### src/dsw_pkg.sv
// Shared constants and types for the dusk switch with manual override.
package dsw_pkg;

    // Configuration register widths
    localparam int MARGIN_BITS = 12;
    localparam int TICKS_BITS  = 16;
    localparam int CFG_DATA_W  = 16;
    localparam int CFG_IDX_W   = 3;

    // Configuration register indexes
    typedef enum logic [CFG_IDX_W-1:0] {
        CFG_HYST_MARGIN   = 3'd0,
        CFG_LONG_PRESS    = 3'd1,
        CFG_OFF_DWELL     = 3'd2,
        CFG_ON_DWELL      = 3'd3,
        CFG_START_LAMP_ON = 3'd4
    } cfg_idx_t;

    // Reset values of the configuration registers
    localparam logic [MARGIN_BITS-1:0] HYST_MARGIN_RST = 12'd5;
    localparam logic [TICKS_BITS-1:0]  LONG_PRESS_RST  = 16'd50;
    localparam logic [TICKS_BITS-1:0]  OFF_DWELL_RST   = 16'd1000;
    localparam logic [TICKS_BITS-1:0]  ON_DWELL_RST    = 16'd500;
    localparam logic                   START_LAMP_RST  = 1'b1;

    // One result word
    typedef struct packed {
        logic lamp_on;
        logic override_active;
        logic lamp_command;
    } result_t;

endpackage

### src/dusk_switch_with_override.sv
// Top level of the dusk switch with manual override: tick logic and output buffering.
//
// Channels: the tick channel (in_valid / in_stall) carries button_down,
//   ambient_level and threshold_level; the result channel (out_valid / out_stall)
//   carries lamp_on, override_active and lamp_command, one word per tick. The
//   configuration channel (cfg_valid / cfg_ready, cfg_index, cfg_data) writes
//   the margin, long-press and dwell registers; cfg_ready is always high. Write
//   only while no tick is in flight.
// Throughput: a result word is registered into the output register, or the skid
//   register under a stall; one tick per cycle is sustained while in_stall is low,
//   as the counters and flags update in the accepting cycle from a single adder/compare stage.
// Stalls: an output register plus a skid register keep the input open for one
//   more word while the receiver stalls; in_stall rises only when both are full.
// Reset: rst_n clears the counters and override, turns the lamp on, loads the
//   register reset values (margin 5, long press 50, off dwell 1000, on dwell
//   500) and empties the output buffer. A write to start_lamp_on is accepted
//   but the lamp always resets to that register's reset value.
module dusk_switch_with_override #(
    parameter int SAMPLE_BITS = 12,
    parameter int COUNT_BITS  = 16
) (
    input  logic                          clk,
    input  logic                          rst_n,
    // tick channel
    input  logic                          in_valid,
    output logic                          in_stall,
    input  logic                          button_down,
    input  logic [SAMPLE_BITS-1:0]        ambient_level,
    input  logic [SAMPLE_BITS-1:0]        threshold_level,
    // result channel
    output logic                          out_valid,
    input  logic                          out_stall,
    output logic                          lamp_on,
    output logic                          override_active,
    output logic                          lamp_command,
    // configuration channel
    input  logic                          cfg_valid,
    output logic                          cfg_ready,
    input  logic [dsw_pkg::CFG_IDX_W-1:0] cfg_index,
    input  logic [dsw_pkg::CFG_DATA_W-1:0] cfg_data
);
    import dsw_pkg::*;

    // Signed width holding threshold +/- margin and the light sample
    localparam int SUM_W = ((SAMPLE_BITS > MARGIN_BITS) ? SAMPLE_BITS : MARGIN_BITS) + 2;
    // Width for comparing counters against 16-bit tick registers
    localparam int CMP_W = (COUNT_BITS > TICKS_BITS) ? COUNT_BITS : TICKS_BITS;
    localparam logic [COUNT_BITS-1:0] COUNT_MAX = {COUNT_BITS{1'b1}};

    // Configuration registers
    logic [MARGIN_BITS-1:0] margin_reg;
    logic [TICKS_BITS-1:0]  long_press_reg;
    logic [TICKS_BITS-1:0]  off_dwell_reg;
    logic [TICKS_BITS-1:0]  on_dwell_reg;

    // Tick state
    logic                  lamp_reg, lamp_next;
    logic                  ovr_reg, ovr_next;
    logic [COUNT_BITS-1:0] press_reg, press_next;
    logic [COUNT_BITS-1:0] bright_reg, bright_next;
    logic [COUNT_BITS-1:0] dark_reg, dark_next;
    logic                  cmd_next;

    // Output buffer
    logic    out_valid_reg;
    logic    skid_valid_reg;
    result_t out_word_reg;
    result_t skid_word_reg;
    result_t res_word;

    logic in_acc;
    logic out_take;

    logic signed [SUM_W-1:0] light_s;
    logic signed [SUM_W-1:0] thr_s;
    logic signed [SUM_W-1:0] margin_s;
    logic signed [SUM_W-1:0] hi_lim;
    logic signed [SUM_W-1:0] lo_lim;
    logic                    is_bright;
    logic                    is_dark;

    assign cfg_ready = 1'b1;
    assign in_stall  = skid_valid_reg;
    assign in_acc    = in_valid && !in_stall;
    assign out_take  = out_valid_reg && !out_stall;

    // Write configuration registers; start_lamp_on only matters at reset
    always_ff @(posedge clk or negedge rst_n)
    begin
        if (!rst_n)
        begin
            margin_reg     <= HYST_MARGIN_RST;
            long_press_reg <= LONG_PRESS_RST;
            off_dwell_reg  <= OFF_DWELL_RST;
            on_dwell_reg   <= ON_DWELL_RST;
        end
        else if (cfg_valid && cfg_ready)
        begin
            case (cfg_idx_t'(cfg_index))
                CFG_HYST_MARGIN: margin_reg     <= cfg_data[MARGIN_BITS-1:0];
                CFG_LONG_PRESS:  long_press_reg <= cfg_data[TICKS_BITS-1:0];
                CFG_OFF_DWELL:   off_dwell_reg  <= cfg_data[TICKS_BITS-1:0];
                CFG_ON_DWELL:    on_dwell_reg   <= cfg_data[TICKS_BITS-1:0];
                default:         ;
            endcase
        end
    end

    // Form the light thresholds with signed arithmetic
    always_comb
    begin
        light_s   = signed'(SUM_W'(ambient_level));
        thr_s     = signed'(SUM_W'(threshold_level));
        margin_s  = signed'(SUM_W'(margin_reg));
        hi_lim    = thr_s + margin_s;
        lo_lim    = thr_s - margin_s;
        is_bright = light_s > hi_lim;
        is_dark   = light_s < lo_lim;
    end

    // Advance the tick state for one word
    always_comb
    begin
        lamp_next   = lamp_reg;
        ovr_next    = ovr_reg;
        press_next  = press_reg;
        bright_next = bright_reg;
        dark_next   = dark_reg;
        cmd_next    = 1'b0;

        if (button_down)
        begin
            press_next = (press_reg == COUNT_MAX) ? COUNT_MAX : press_reg + 1'b1;
        end
        else
        begin
            // Classify the release
            if (CMP_W'(press_reg) > CMP_W'(long_press_reg))
            begin
                ovr_next = 1'b0;
            end
            else if (press_reg != '0)
            begin
                ovr_next  = 1'b1;
                lamp_next = !lamp_reg;
                cmd_next  = 1'b1;
            end
            press_next = '0;

            // Run the dusk logic when not overridden
            if (!ovr_next)
            begin
                if (is_bright && lamp_next)
                begin
                    bright_next = (bright_reg == COUNT_MAX) ? COUNT_MAX : bright_reg + 1'b1;
                    if (CMP_W'(bright_reg) > CMP_W'(off_dwell_reg))
                    begin
                        lamp_next   = 1'b0;
                        cmd_next    = 1'b1;
                        bright_next = '0;
                    end
                end
                else if (is_dark && !lamp_next)
                begin
                    dark_next = (dark_reg == COUNT_MAX) ? COUNT_MAX : dark_reg + 1'b1;
                    if (CMP_W'(dark_reg) > CMP_W'(on_dwell_reg))
                    begin
                        lamp_next = 1'b1;
                        cmd_next  = 1'b1;
                        dark_next = '0;
                    end
                end
                else
                begin
                    bright_next = '0;
                    dark_next   = '0;
                end
            end
        end

        res_word.lamp_on         = lamp_next;
        res_word.override_active = ovr_next;
        res_word.lamp_command    = cmd_next;
    end

    // Commit the tick state on each accepted word
    always_ff @(posedge clk or negedge rst_n)
    begin
        if (!rst_n)
        begin
            lamp_reg   <= START_LAMP_RST;
            ovr_reg    <= 1'b0;
            press_reg  <= '0;
            bright_reg <= '0;
            dark_reg   <= '0;
        end
        else if (in_acc)
        begin
            lamp_reg   <= lamp_next;
            ovr_reg    <= ovr_next;
            press_reg  <= press_next;
            bright_reg <= bright_next;
            dark_reg   <= dark_next;
        end
    end

    // Hold result words in the output register and the skid register
    always_ff @(posedge clk or negedge rst_n)
    begin
        if (!rst_n)
        begin
            out_valid_reg  <= 1'b0;
            skid_valid_reg <= 1'b0;
        end
        else
        begin
            if (skid_valid_reg)
            begin
                if (out_take)
                begin
                    skid_valid_reg <= 1'b0;
                end
            end
            else if (in_acc)
            begin
                if (!out_valid_reg || out_take)
                begin
                    out_valid_reg <= 1'b1;
                end
                else
                begin
                    skid_valid_reg <= 1'b1;
                end
            end
            else if (out_take)
            begin
                out_valid_reg <= 1'b0;
            end
        end
    end

    // Move payload along the output buffer
    always_ff @(posedge clk)
    begin
        if (skid_valid_reg)
        begin
            if (out_take)
            begin
                out_word_reg <= skid_word_reg;
            end
        end
        else if (in_acc)
        begin
            if (!out_valid_reg || out_take)
            begin
                out_word_reg <= res_word;
            end
            else
            begin
                skid_word_reg <= res_word;
            end
        end
    end

    assign out_valid       = out_valid_reg;
    assign lamp_on         = out_word_reg.lamp_on;
    assign override_active = out_word_reg.override_active;
    assign lamp_command    = out_word_reg.lamp_command;

endmodule

### config.mk
export PLATFORM = sky130hd
export DESIGN_NAME = dusk_switch_with_override
export DESIGN_NICKNAME = d
export VERILOG_FILES = /design/src/dsw_pkg.sv /design/src/dusk_switch_with_override.sv
export SDC_FILE = /design/constraint.sdc
export NUM_CORES = 1
export LEC_CHECK = 0
export BUFFER_PORTS_ARGS = -buffer_cell sky130_fd_sc_hd__buf_2
export CAP_MARGIN = 40
export CORE_ASPECT_RATIO = 0.8
export CORE_MARGIN = 2
export CORE_UTILIZATION = 60
export DETAILED_ROUTE_END_ITERATION = 12
export PLACE_DENSITY = 0.78
export SLEW_MARGIN = 20
export SYNTH_ARGS = -nofsm -noshare
export SYNTH_HDL_FRONTEND = slang
export SYNTH_SLANG_ARGS = --single-unit
### constraint.sdc
create_clock -name clk -period 4.45 [get_ports clk]
set_clock_uncertainty 0.05 [all_clocks]
set_input_delay 0.445 -clock clk [delete_from_list [all_inputs] [get_ports clk]]
set_output_delay 0.445 -clock clk [all_outputs]
set_load 0.02 [all_outputs]
==> metrics.txt <==
Hold Crit Class in2reg; number of clock sinks between 100 and 150; Sum Neg Setup Slack 0 ns; Yosys reg bits approximately 120; Crit. End Element flop; pre-CTS WS 0.0828 ns; maximum buffer depth of the clock tree 2; fin util a little over two thirds; total CTS buffers 17; measured slew at the worst slew-check pin 0.643 ns; setup violators final 0; Setup Crit Path Kind reg2reg; post-synthesis cell count between 900 and 1000; Clock Pin Slew Worst Setup and Hold Paths 0.05 ns; MaxCap Viol Count 0; post-synth top area share between 20% and 30%; Top Ports 55; number of flops mapped to enable cells by yosys 6; final wirelength roughly 20000 um; pwr dens between 500 and 600 nW/um^2; Final WS setup 0.201 ns; TritonCTS clock tree built; fill count 1016; Die Wd around 140 um; PortBufs 53; gpl congestion a little over 0.9; Initial Utilization 61.3%; Core Region about 14000 sq um; post-synthesis cell area slightly above 8000 sq um; slew margin rel. between 50% and 60%; std cell rows 38; Wirelength per Cell between 15 and 20 um; leak pwr 4.37 nW; Via Count about 7100; DP HPWL 14100 um; GR Overflow Total 0; clock latency on the worst-skew pair a little over 0.4 ns; DR DRC count 0; library cells used by synthesis 71; async set-reset flop share out of synthesis between 90% and 100%; layout cells sized above 1 roughly 18%; largest net degree at the start of global routing 41; Syn Nets 1070; WP data required roughly 4.6 ns; Post-synth top flop dfrtp_1; DR pass1 iterations 7; ranking of synthesized cells by area dfrtp_1 28%, ha_1 15%, dfstp_2 5.7%; vias in the first global route 6645; initial drt markers between 500 and 600; Final Hold Fails 0; maximum fanout along the worst path 5; pins over their slew limit 0; Layout area overhead 14.8%; global-route wire length before repair 32900 um; number of antenna violations at the first check in global routing 0; crit start category flop; register area share after synthesis between 30% and 40%; post-route minimum period between 4 and 5 ns; Die Area approximately 15000 sq um; Sequential cell area roughly 3000 sq um; H-tree depth 4; antenna-violating nets left 0; via/cell ratio around 6.1; height of the die between 100 and 150 um; Yosys top cell by area dfrtp_1; status finished, final reports clean; maximum clock frequency approximately 240 MHz; fin crit share 95.5%; Multi-input gate area slightly below 5000 sq um; Syn. warnings 0; GRT Total Usage roughly 28%; Clock Tree Root clkbuf_16; syn avg cell area between 9 and 10 sq um; critical path data arrival time roughly 4.3 ns; nets 1124; ant diodes 0; Peak VDD IR about 0.31 mV
per-layer routing:
layer  vias to the layer above  track usage (%)  share of wire [%]
li1                       3439                -                  -
met1                      3393             40.9                 48
met2                       225             44.6                 45
met3                        23             4.28                5.7
met4                         0             7.37                1.2
met5                         -                0                  0
worst max-delay path: stages (launching register included):
cell and delay [ns]:
dfstp_2 0.54, ha_1 0.18, inv_1 0.06, fa_1 0.44, nor3_2 0.22, o31ai_2 0.13
a31oi_2 0.19, a221o_1 0.22, xnor2_1 0.09, ha_1 0.30, a21o_1 0.11, a21oi_1 0.08
a2111o_1 0.42, a211oi_2 0.20, buf_4 0.19, nand3_1 0.11, a221oi_2 0.33, o31ai_1 0.11
path summary, 6_finish.rpt:
kind / startpoint / to / slack [ns] / depth (start not counted)
worst max-delay path: margin_reg[0] / lamp_on / 0.20 / 17
worst min-delay path: out_stall / in_stall / 0.24 / 3
worst max register to register: margin_reg[0] / lamp_on / 0.20 / 17
worst min register to register: off_dwell_reg[5] / off_dwell_reg[5] / 0.45 / 2
max in group asynchronous: rst_n / long_press_reg[1] / 2.96 / 3
min in group asynchronous: rst_n / dark_reg[5] / 0.48 / 2
synth_stat cells (4+ instances only):
cell and number:
ha_1 99, dfrtp_1 94, inv_1 92, nand2_1 88
a21oi_1 81, o21ai_0 73, nor2_1 45, nand3_1 33
clkbuf_1 22, a31oi_1 21, mux2_2 20, nand4_1 19
dfstp_2 18, xnor2_1 17, nor2b_1 16, o22a_1 14
nor3_1 13, o31ai_1 12, and3_1 11, a21o_1 9
nand2b_1 8, nor4_1 8, o21bai_1 7, edfxtp_1 6
o211ai_1 6, buf_4 5, or2_2 5, a211oi_1 4
a41oi_1 4, buf_6 4, o2111ai_1 4
placed cells by master (no fill, tap or decap), drive strengths merged, types with 20 or more instances in the layout:
cell type	netlist	routed
ha	99	99
dfrtp	94	94
inv	92	92
nand2	88	88
a21oi	83	83
o21ai	74	74
buf	12	68
nor2	46	46
nand3	33	33
clkbuf	22	24
a31oi	21	21
mux2	20	20
timing repair:
item	in CTS	in global routing
setup buffers	0	1
hold buffers	1	0
gates resized for setup	0	15
hold endpoints to repair	32	0
setup endpoints to repair	0	36
where the power goes:
part	internal (mW)	total, mW	switching (mW)
Clock	1.01	1.49	0.482
Sequential	1.34	1.51	0.173
Combinational	0.774	1.86	1.08
Total	3.12	4.86	1.74
cells by family (layout without fill, tap and decap cells):
group	after synthesis	in the layout	synth area share (%)
other	1	1	0.0453
buffers and inverters	126	193	6.35
adder cells (fa/ha/maj)	101	101	15.4
multiplexers	20	20	2.72
XOR/XNOR	19	19	2.01
AO/OA/AOI/OAI	272	272	21.3
flip-flops	118	118	36.3
AND/OR/NAND/NOR	263	263	15.9
stage by stage:
| step | power (mW) | cell area, sq um | instances | hold slack (ns) |
|---|---|---|---|---|
| after global routing | 5.17 | 9510 | 1167 | 0.256 |
| after detailed placement | 3.28 | 8780 | 1133 | 0.380 |
| after CTS | 4.80 | 9430 | 1166 | 0.236 |
| after floorplan | 2.81 | 8280 | 920 | 0.0994 |
| after global placement | 3.23 | 8770 | 1132 | 0.383 |
| final | 4.86 | 9510 | 1167 | 0.243 |
cell type report:
class                   count  area share [%]
inverters                  92            3.63
well taps                 180            2.37
clock inverters             8            1.50
multi-input cells         676            51.1
repair buffers             69            4.54
clock buffers              24            5.28
flip-flops and latches    118            31.6
No activity file was read; power rests on OpenSTA's default activity.
